File: src/sv/gcsl_pkg.sv
package gcsl_pkg;

  localparam logic [1:0] KIND_START = 2'd0;
  localparam logic [1:0] KIND_WORD  = 2'd1;
  localparam logic [1:0] KIND_END   = 2'd2;

  localparam logic [1:0] VERDICT_SEARCH     = 2'd0;
  localparam logic [1:0] VERDICT_MEMBER     = 2'd1;
  localparam logic [1:0] VERDICT_NOT_MEMBER = 2'd2;

  // results per word before the rest of the buffer waits for the next word
  localparam logic [1:0] MAX_CODES = 2'd3;

  typedef enum logic [1:0] {
    ST_IDLE,
    ST_SCAN,
    ST_COMPARE,
    ST_FLUSH
  } gcsl_state_t;

  typedef struct packed {
    logic start;      // clear decoder, load key
    logic append;     // add the word to the bit buffer
    logic absorb;     // buffer is all zeros: fold it into the zero run
    logic strip;      // drop up to 8 leading zeros
    logic decode;     // take one code off the buffer
    logic pend_code;  // hold the decoded value with its verdict
    logic pend_none;  // hold a verdict-only not-member result
    logic push;       // move the held result to the output register
    logic push_last;  // mark the pushed result as last
  } gcsl_cmd_t;

  typedef struct packed {
    logic       set_empty;
    logic       buf_zero;
    logic       buf_lsb;
    logic       held_short;
    logic       out_free;
    logic [1:0] verdict;
  } gcsl_stat_t;

endpackage

File: src/sv/gcsl_if.sv
interface gcsl_query_if;
  logic        valid;
  logic        ready;
  logic [1:0]  kind;
  logic [63:0] key;
  logic [31:0] word;

  modport source (output valid, kind, key, word, input ready);
  modport sink (input valid, kind, key, word, output ready);
endinterface

interface gcsl_result_if;
  logic        valid;
  logic        ready;
  logic [31:0] value;
  logic        has_value;
  logic [1:0]  verdict;
  logic        last;

  modport source (output valid, value, has_value, verdict, last, input ready);
  modport sink (input valid, value, has_value, verdict, last, output ready);
endinterface

interface gcsl_cfg_if;
  logic        valid;
  logic        ready;
  logic [31:0] data;

  modport source (output valid, data, input ready);
  modport sink (input valid, data, output ready);
endinterface

File: src/sv/golomb_coded_set_lookup.sv
// A start or end item's verdict is held on acceptance, then pushed from the flush state.
// A word is appended on acceptance; for each code the scan strips the zeros ahead of it (up to
// 8 a cycle), decodes it and compares it, then a closing scan follows unless the word ends on a
// verdict or its third code, then a flush; pushes wait for a free out reg.
// One item at a time: the next item is accepted once the word's last result
// sits in the output register. Reset (rst, synchronous): idle, not searching, set_size 0.
module golomb_coded_set_lookup #(
  parameter int REMAINDER_BITS = 10
) (
  input logic                 clk,
  input logic                 rst,
  gcsl_cfg_if.sink            cfg,
  gcsl_query_if.sink          query,
  gcsl_result_if.source       result
);
  import gcsl_pkg::*;

  gcsl_cmd_t  cmd;
  gcsl_stat_t stat;

  assign cfg.ready = 1'b1;

  gcsl_ctrl u_ctrl (
    .clk      (clk),
    .rst      (rst),
    .in_valid (query.valid),
    .in_kind  (query.kind),
    .in_ready (query.ready),
    .stat     (stat),
    .cmd      (cmd)
  );

  gcsl_dpath #(
    .REMAINDER_BITS (REMAINDER_BITS)
  ) u_dpath (
    .clk           (clk),
    .rst           (rst),
    .cmd           (cmd),
    .stat          (stat),
    .key           (query.key),
    .word          (query.word),
    .cfg_valid     (cfg.valid),
    .cfg_data      (cfg.data),
    .out_ready     (result.ready),
    .out_valid     (result.valid),
    .out_value     (result.value),
    .out_has_value (result.has_value),
    .out_verdict   (result.verdict),
    .out_last      (result.last)
  );

endmodule

File: src/sv/gcsl_ctrl.sv
module gcsl_ctrl (
  input  logic              clk,
  input  logic              rst,
  input  logic              in_valid,
  input  logic [1:0]        in_kind,
  output logic              in_ready,
  input  gcsl_pkg::gcsl_stat_t stat,
  output gcsl_pkg::gcsl_cmd_t  cmd
);
  import gcsl_pkg::*;

  gcsl_state_t state, state_next;
  logic        searching, searching_next;
  logic        pend_valid, pend_valid_next;
  logic [1:0]  n_codes, n_codes_next;

  always_ff @(posedge clk) begin
    if (rst) begin
      state      <= ST_IDLE;
      searching  <= 1'b0;
      pend_valid <= 1'b0;
      n_codes    <= '0;
    end else begin
      state      <= state_next;
      searching  <= searching_next;
      pend_valid <= pend_valid_next;
      n_codes    <= n_codes_next;
    end
  end

  always_comb begin
    state_next      = state;
    searching_next  = searching;
    pend_valid_next = pend_valid;
    n_codes_next    = n_codes;
    cmd             = '0;
    in_ready        = 1'b0;
    case (state)
      ST_IDLE: begin
        in_ready = 1'b1;
        if (in_valid) begin
          case (in_kind)
            KIND_START: begin
              cmd.start = 1'b1;
              if (stat.set_empty) begin
                cmd.pend_none   = 1'b1;
                pend_valid_next = 1'b1;
                searching_next  = 1'b0;
                state_next      = ST_FLUSH;
              end else begin
                searching_next = 1'b1;
              end
            end
            KIND_END: begin
              if (searching) begin
                cmd.pend_none   = 1'b1;
                pend_valid_next = 1'b1;
                searching_next  = 1'b0;
                state_next      = ST_FLUSH;
              end
            end
            KIND_WORD: begin
              if (searching) begin
                cmd.append   = 1'b1;
                n_codes_next = '0;
                state_next   = ST_SCAN;
              end
            end
            default: ;
          endcase
        end
      end
      ST_SCAN: begin
        if (stat.buf_zero) begin
          cmd.absorb = 1'b1;
          state_next = ST_FLUSH;
        end else if (stat.buf_lsb) begin
          if (stat.held_short) begin
            state_next = ST_FLUSH;  // code incomplete, wait for more bits
          end else begin
            cmd.decode = 1'b1;
            state_next = ST_COMPARE;
          end
        end else begin
          cmd.strip = 1'b1;
        end
      end
      ST_COMPARE: begin
        // the held result is not last, since another code followed it
        if (!pend_valid || stat.out_free) begin
          cmd.push        = pend_valid;
          cmd.pend_code   = 1'b1;
          pend_valid_next = 1'b1;
          n_codes_next    = n_codes + 2'd1;
          if (stat.verdict != VERDICT_SEARCH) begin
            searching_next = 1'b0;
            state_next     = ST_FLUSH;
          end else if (n_codes + 2'd1 == MAX_CODES) begin
            state_next = ST_FLUSH;
          end else begin
            state_next = ST_SCAN;
          end
        end
      end
      ST_FLUSH: begin
        if (!pend_valid) begin
          state_next = ST_IDLE;
        end else if (stat.out_free) begin
          cmd.push        = 1'b1;
          cmd.push_last   = 1'b1;
          pend_valid_next = 1'b0;
          state_next      = ST_IDLE;
        end
      end
      default: state_next = ST_IDLE;
    endcase
  end

endmodule

File: src/sv/gcsl_dpath.sv
module gcsl_dpath #(
  parameter int REMAINDER_BITS = 10
) (
  input  logic              clk,
  input  logic              rst,
  input  gcsl_pkg::gcsl_cmd_t  cmd,
  output gcsl_pkg::gcsl_stat_t stat,
  input  logic [63:0]       key,
  input  logic [31:0]       word,
  input  logic              cfg_valid,
  input  logic [31:0]       cfg_data,
  input  logic              out_ready,
  output logic              out_valid,
  output logic [31:0]       out_value,
  output logic              out_has_value,
  output logic [1:0]        out_verdict,
  output logic              out_last
);
  import gcsl_pkg::*;

  localparam int CODE_BITS = REMAINDER_BITS + 1;

  logic [31:0] set_size;
  logic [63:0] bit_buffer;
  logic [6:0]  bits_held;
  logic [31:0] zero_run;
  logic [31:0] running_sum;
  logic [31:0] codes_done;
  logic [63:0] search_key;
  logic [31:0] dec_value;
  logic [31:0] pend_value;
  logic        pend_has;
  logic [1:0]  pend_verdict;

  logic [3:0]  strip_amt;
  logic [31:0] code_value;
  logic [1:0]  verdict;

  function automatic logic [3:0] tz8(input logic [7:0] b);
    logic [3:0] t;
    t = 4'd8;
    for (int i = 7; i >= 0; i--) begin
      if (b[i]) t = 4'(i);
    end
    return t;
  endfunction

  assign strip_amt  = tz8(bit_buffer[7:0]);
  assign code_value = running_sum + 32'(zero_run << REMAINDER_BITS)
                      + 32'(bit_buffer[REMAINDER_BITS:1]);

  always_comb begin
    if ({32'b0, dec_value} == search_key) verdict = VERDICT_MEMBER;
    else if ({32'b0, dec_value} > search_key) verdict = VERDICT_NOT_MEMBER;
    else if (codes_done >= set_size) verdict = VERDICT_NOT_MEMBER;
    else verdict = VERDICT_SEARCH;
  end

  always_comb begin
    stat.set_empty  = (set_size == '0);
    stat.buf_zero   = (bit_buffer == '0);
    stat.buf_lsb    = bit_buffer[0];
    stat.held_short = (bits_held < 7'(CODE_BITS));
    stat.out_free   = !out_valid || out_ready;
    stat.verdict    = verdict;
  end

  always_ff @(posedge clk) begin
    if (rst) begin
      set_size <= '0;
    end else if (cfg_valid) begin
      set_size <= cfg_data;
    end
  end

  always_ff @(posedge clk) begin
    if (cmd.start) begin
      bit_buffer  <= '0;
      bits_held   <= '0;
      zero_run    <= '0;
      running_sum <= '0;
      codes_done  <= '0;
      search_key  <= key;
    end else if (cmd.append) begin
      // word is dropped if the buffer cannot take all 32 bits
      if (bits_held <= 7'd32) begin
        bit_buffer <= bit_buffer | ({32'b0, word} << bits_held);
        bits_held  <= bits_held + 7'd32;
      end
    end else if (cmd.absorb) begin
      zero_run  <= zero_run + 32'(bits_held);
      bits_held <= '0;
    end else if (cmd.strip) begin
      bit_buffer <= bit_buffer >> strip_amt;
      bits_held  <= bits_held - 7'(strip_amt);
      zero_run   <= zero_run + 32'(strip_amt);
    end else if (cmd.decode) begin
      bit_buffer  <= bit_buffer >> CODE_BITS;
      bits_held   <= bits_held - 7'(CODE_BITS);
      dec_value   <= code_value;
      running_sum <= code_value;
      zero_run    <= '0;
      codes_done  <= codes_done + 32'd1;
    end
  end

  always_ff @(posedge clk) begin
    if (cmd.pend_code) begin
      pend_value   <= dec_value;
      pend_has     <= 1'b1;
      pend_verdict <= verdict;
    end else if (cmd.pend_none) begin
      pend_value   <= '0;
      pend_has     <= 1'b0;
      pend_verdict <= VERDICT_NOT_MEMBER;
    end
  end

  always_ff @(posedge clk) begin
    if (rst) begin
      out_valid <= 1'b0;
    end else if (cmd.push) begin
      out_valid <= 1'b1;
    end else if (out_ready) begin
      out_valid <= 1'b0;
    end
  end

  always_ff @(posedge clk) begin
    if (cmd.push) begin
      out_value     <= pend_value;
      out_has_value <= pend_has;
      out_verdict   <= pend_verdict;
      out_last      <= cmd.push_last;
    end
  end

endmodule

File: src/flat_wrapper.sv
// flat-port wrapper written by rule: the top's interface ports become plain ports
module golomb_coded_set_lookup_flat import gcsl_pkg::*;
#(
  parameter int REMAINDER_BITS = 10
)
  (clk, rst, cfg_valid, cfg_data, cfg_ready, query_valid, query_kind, query_key, query_word, query_ready, result_valid, result_value, result_has_value, result_verdict, result_last, result_ready);
  gcsl_cfg_if cfg_i ();
  gcsl_query_if query_i ();
  gcsl_result_if result_i ();
  input logic clk;
  input logic rst;
  input wire logic [$bits(cfg_i.valid)-1:0] cfg_valid;
  input wire logic [$bits(cfg_i.data)-1:0] cfg_data;
  output wire logic [$bits(cfg_i.ready)-1:0] cfg_ready;
  input wire logic [$bits(query_i.valid)-1:0] query_valid;
  input wire logic [$bits(query_i.kind)-1:0] query_kind;
  input wire logic [$bits(query_i.key)-1:0] query_key;
  input wire logic [$bits(query_i.word)-1:0] query_word;
  output wire logic [$bits(query_i.ready)-1:0] query_ready;
  output wire logic [$bits(result_i.valid)-1:0] result_valid;
  output wire logic [$bits(result_i.value)-1:0] result_value;
  output wire logic [$bits(result_i.has_value)-1:0] result_has_value;
  output wire logic [$bits(result_i.verdict)-1:0] result_verdict;
  output wire logic [$bits(result_i.last)-1:0] result_last;
  input wire logic [$bits(result_i.ready)-1:0] result_ready;
  assign cfg_i.valid = cfg_valid;
  assign cfg_i.data = cfg_data;
  assign cfg_ready = cfg_i.ready;
  assign query_i.valid = query_valid;
  assign query_i.kind = query_kind;
  assign query_i.key = query_key;
  assign query_i.word = query_word;
  assign query_ready = query_i.ready;
  assign result_valid = result_i.valid;
  assign result_value = result_i.value;
  assign result_has_value = result_i.has_value;
  assign result_verdict = result_i.verdict;
  assign result_last = result_i.last;
  assign result_i.ready = result_ready;
  golomb_coded_set_lookup #(.REMAINDER_BITS(REMAINDER_BITS)) u_core (.clk(clk), .rst(rst), .cfg(cfg_i), .query(query_i), .result(result_i));
endmodule
File: config.mk
export PLATFORM = sky130hd
export DESIGN_NAME = golomb_coded_set_lookup_flat
export DESIGN_NICKNAME = d
export VERILOG_FILES = /design/src/sv/gcsl_pkg.sv /design/src/sv/gcsl_if.sv /design/src/sv/golomb_coded_set_lookup.sv /design/src/sv/gcsl_ctrl.sv /design/src/sv/gcsl_dpath.sv /design/src/flat_wrapper.sv
export SDC_FILE = /design/constraint.sdc
export NUM_CORES = 1
export LEC_CHECK = 0
export BUFFER_PORTS_ARGS = -buffer_cell sky130_fd_sc_hd__buf_2
export CORE_MARGIN = 3
export CORE_UTILIZATION = 55
export CTS_CLUSTER_DIAMETER = 150
export DETAILED_ROUTE_END_ITERATION = 8
export GPL_ROUTABILITY_DRIVEN = 0
export MAX_ROUTING_LAYER = met4
export PLACE_DENSITY = 0.82
export SLEW_MARGIN = 20
export SYNTH_ARGS = -nofsm -noshare
export SYNTH_HDL_FRONTEND = slang
export SYNTH_SLANG_ARGS = --single-unit
File: constraint.sdc
create_clock -name clk -period 4.06 [get_ports clk]
set_clock_uncertainty 0.15 [all_clocks]
set_input_delay 0.812 -clock clk [delete_from_list [all_inputs] [get_ports clk]]
set_output_delay 0.812 -clock clk [all_outputs]
set_load 0.01 [all_outputs]
==> impl_metrics.csv <==
group,metric,value,unit
cells_and_area,n_antenna_cell,0,
floorplanning,initial_core_util,55.9,%
sta,rsz0062_at_grt,"no",
yosys,synth_compound_area_share,18.1,%
setup_path,path_class,"register to register",
cts,clk_pin_slew,60,ps
floorplanning,std_cell_rows,73,
sta,slew_headroom,30.8,%
yosys,synth-edff-count,166,
place,detailed_place_hpwl,45.7,mm
sta,slew_viol_final,0,
global_route,top_usage_layer,"met2",
yosys,netlist_instances,2511,
cells_and_area,instances_no_fill,3173,
place,dpl_worst_slack,360,ps
yosys,synthArstFlopShare,0,%
setup_path,end_kind,"register",
setup_path,critPathArrivalTime,3970,ps
global_route,antenna_found_initial,0,
yosys,synth_adder_area_share,6.97,%
global_route,grt_util_met2,44.6,%
run_status,run_status,"finished, final reports clean",
yosys,synth-seq-cells,363,
cells_and_area,multi_input_comb_area,12400,µm²
power_and_ir_drop,p_leak,0.0106,µW
cts,cts_resized,0,
floorplanning,core_area,39900,µm²
yosys,synth_flop_cell,"dfxtp_1",
global_route,first_global_vias,19500,
cts,cts_hold_buffers,0,
setup_path,start_kind,"register",
place,post_dp_cell_area,23600,µm²
global_route,grt_max_degree,71,
sta,hold_viol,0,
route,drt_wl_total,63.7,mm
floorplanning,die_h,207,µm
yosys,synth_top_family_by_area,"compound AO/OA/AOI/OAI gates",
yosys,synth_cell_types,82,
cts,clock_sinks,363,
route,num_vias,20400,
floorplanning,chipWidth,207,µm
global_route,grt_pass1_wl,102,mm
route,post-route-drc-count,0,
yosys,synth_mux_area_share,11.0,%
yosys,syn_nets,2768,
power_and_ir_drop,p_per_area,780,nW/µm²
route,ant_nets,0,
global_route,overflow,0,
setup_path,crit_required,4200,ps
global_route,track_usage,29.2,%
route,drt-initial-drc-count,2826,
floorplanning,ioPinCount,174,
setup_path,cpMostUsedCell,"a21oi_1",
yosys,yosysWarnings,0,
yosys,synth_area,22300,µm²
setup_path,critPathTopFamily,"compound AO/OA/AOI/OAI gates",
cts,cts_made_buffers,40,
setup_path,critical_path.max_fanout,5,
cells_and_area,drive_gt1_share,12.5,%
cts,cts_tree,"done",
setup_path,max_stage_delay,590,ps
global_route,use_met3,6.79,%
cells_and_area,finalInstanceArea,24900,µm²
cts,cts_root_buf,"clkbuf_16",
global_route,gr-usage-met1,37.0,%
sta,fin_setup_tns,0,ps
cells_and_area,final_util,62.4,%
cts,cts.htree.levels,2,
sta,layout_min_cycle_time,3820,ps
setup_path,worst-path-buf-inv,0,
power_and_ir_drop,peakVddDrop,0.545,mV
yosys,syn_area_per_cell,8.89,µm²
setup_path,worstPathCellList,"ha_1, a21oi_1, nand2_1, a221o_1, o21ai_0, a21oi_1, o31ai_1, nor4_1, a311oi_1, xnor2_1",
cells_and_area,seq_area,8930,µm²
sta,worst_slack,238,ps
cells_and_area,fin_nets,2874,
route,wire_per_inst,20.1,µm
setup_path,slowest_stage,"o31ai_1",
place,io_buffers,172,
route,drt_first_pass_iters,7,
yosys,synthSimpleGateAreaFrac,16.9,%
sta,worst_slew_pin_slew,1040,ps
worst_hold_path,hold_path_class,"register to register",
sta,post-route-period-util,94.1,%
cts,post_cts_buffers,0,
cells_and_area,syn_to_final_growth,11.6,%
cts,insertion_delay,560,ps
cells_and_area,fillers,3184,
yosys,synthXorXnorAreaFrac,2.59,%
route,avgViaCountPerCell,6.42,
sta,max_freq,0.262,GHz
place,dp_cells,3100,
sta,setup_viol,0,
yosys,synth-seq-area-share,40.0,%
cts,clk_path_buf_depth,3,
run,cap_violations,0,
floorplanning,die_area,43000,µm²
[state kept, by name (all words and copies together) (netlist names), 2 cells and up]
register,count
u_core.u_dpath.dec_value,32
u_core.u_dpath.zero_run,22
u_core.u_dpath.search_key,64
u_core.u_dpath.bit_buffer,64
u_core.u_dpath.out_value,32
u_core.u_dpath.set_size,32
u_core.u_dpath.codes_done,32
u_core.u_dpath.pend_verdict,2
u_core.u_dpath.bits_held,7
u_core.u_dpath.out_verdict,2
u_core.u_ctrl.state,2
u_core.u_dpath.pend_value,32
u_core.u_ctrl.n_codes,2
u_core.u_dpath.running_sum,32
[cell usage after synthesis (all sizes together) (8+ instances only)]
master  instances  area, µm²
a211oi         65        488
a21o           41        308
a21oi         195        980
a31oi          13       81.3
and2           40        250
and3           19        119
buf            37        169
clkbuf        110        413
dfxtp         197       3940
edfxtp        166       4980
ha            118       1480
inv           111        417
mux2           18        203
mux2i         175       1750
mux4           22        495
nand2         306       1150
nand2b         12       75.1
nand3          59        295
nand4          33        206
nor2          219        827
nor2b          12       75.1
nor3           53        265
nor4           37        259
o211ai         16        125
o21a            8       60.1
o21ai         204       1020
o21bai          8       60.1
o221ai          8       70.1
o22ai          30        188
or3            14       87.6
xnor2          34        298
xor2           32        280
[area by class of cell]
type                    instances  area share, %
multi-input cells            1888           49.9
flip-flops and latches        363           35.8
repair buffers                211           4.73
clock buffers                  58           4.49
well taps                     525           2.64
inverters                     113           1.71
clock inverters                15          0.673
[metal layers]
metal	routed length, µm	vias to the layer above
met5	0	-
li1	-	9376
met1	24900	9453
met2	28400	1283
met3	6970	274
met4	3500	0
[cells in the final DEF, fill, tap and decap left out, types with 37 or more instances in the layout]
master	count
a21oi_1	194
ha_1	118
dfxtp_1	195
clkbuf_16	41
edfxtp_1	166
buf_2	172
inv_1	109
nand3_1	59
and2_1	40
nand2_1	305
buf_4	37
mux2i_1	175
a211oi_1	65
nor3_1	53
o21ai_0	203
a21o_1	41
nor2_1	215
[report_power, final]
group	switching (µW)	total (µW)	internal, µW
clock network	1490	3610	2120
logic	6360	9970	3620
registers	980	5860	4880
[logic make-up after synthesis]
group | count (synthesis)
other | 1
DFF | 363
adders and majority gates | 122
muxes | 215
buffers and inverters | 260
xor gates and xnor gates | 66
and+or+nand+nor | 823
AOI/OAI and AO/OA | 661
[metrics by stage]
| stage | power, µW | hold WS [ps] |
|---|---|---|
| 4_1_cts | 19000 | 253 |
| 5_1_grt | 20500 | 251 |
| 2_1_floorplan | 12700 | 250 |
| 6_report | 19400 | 265 |
| 3_5_place_dp | 15400 | 255 |
| 3_3_place_gp | 15000 | 251 |
[final timing paths]
kind                                       from                           end  slack (ps)  cells after the start
setup / recovery  u_core.u_dpath.bit_buffer[10]  u_core.u_dpath.dec_value[31]         240                     10
hold / removal     u_core.u_dpath.pend_value[7]   u_core.u_dpath.out_value[7]         260                      0
setup reg to reg  u_core.u_dpath.bit_buffer[10]  u_core.u_dpath.dec_value[31]         240                     10
hold reg to reg    u_core.u_dpath.pend_value[7]   u_core.u_dpath.out_value[7]         260                      0
No activity file was read; power rests on OpenSTA's default activity.
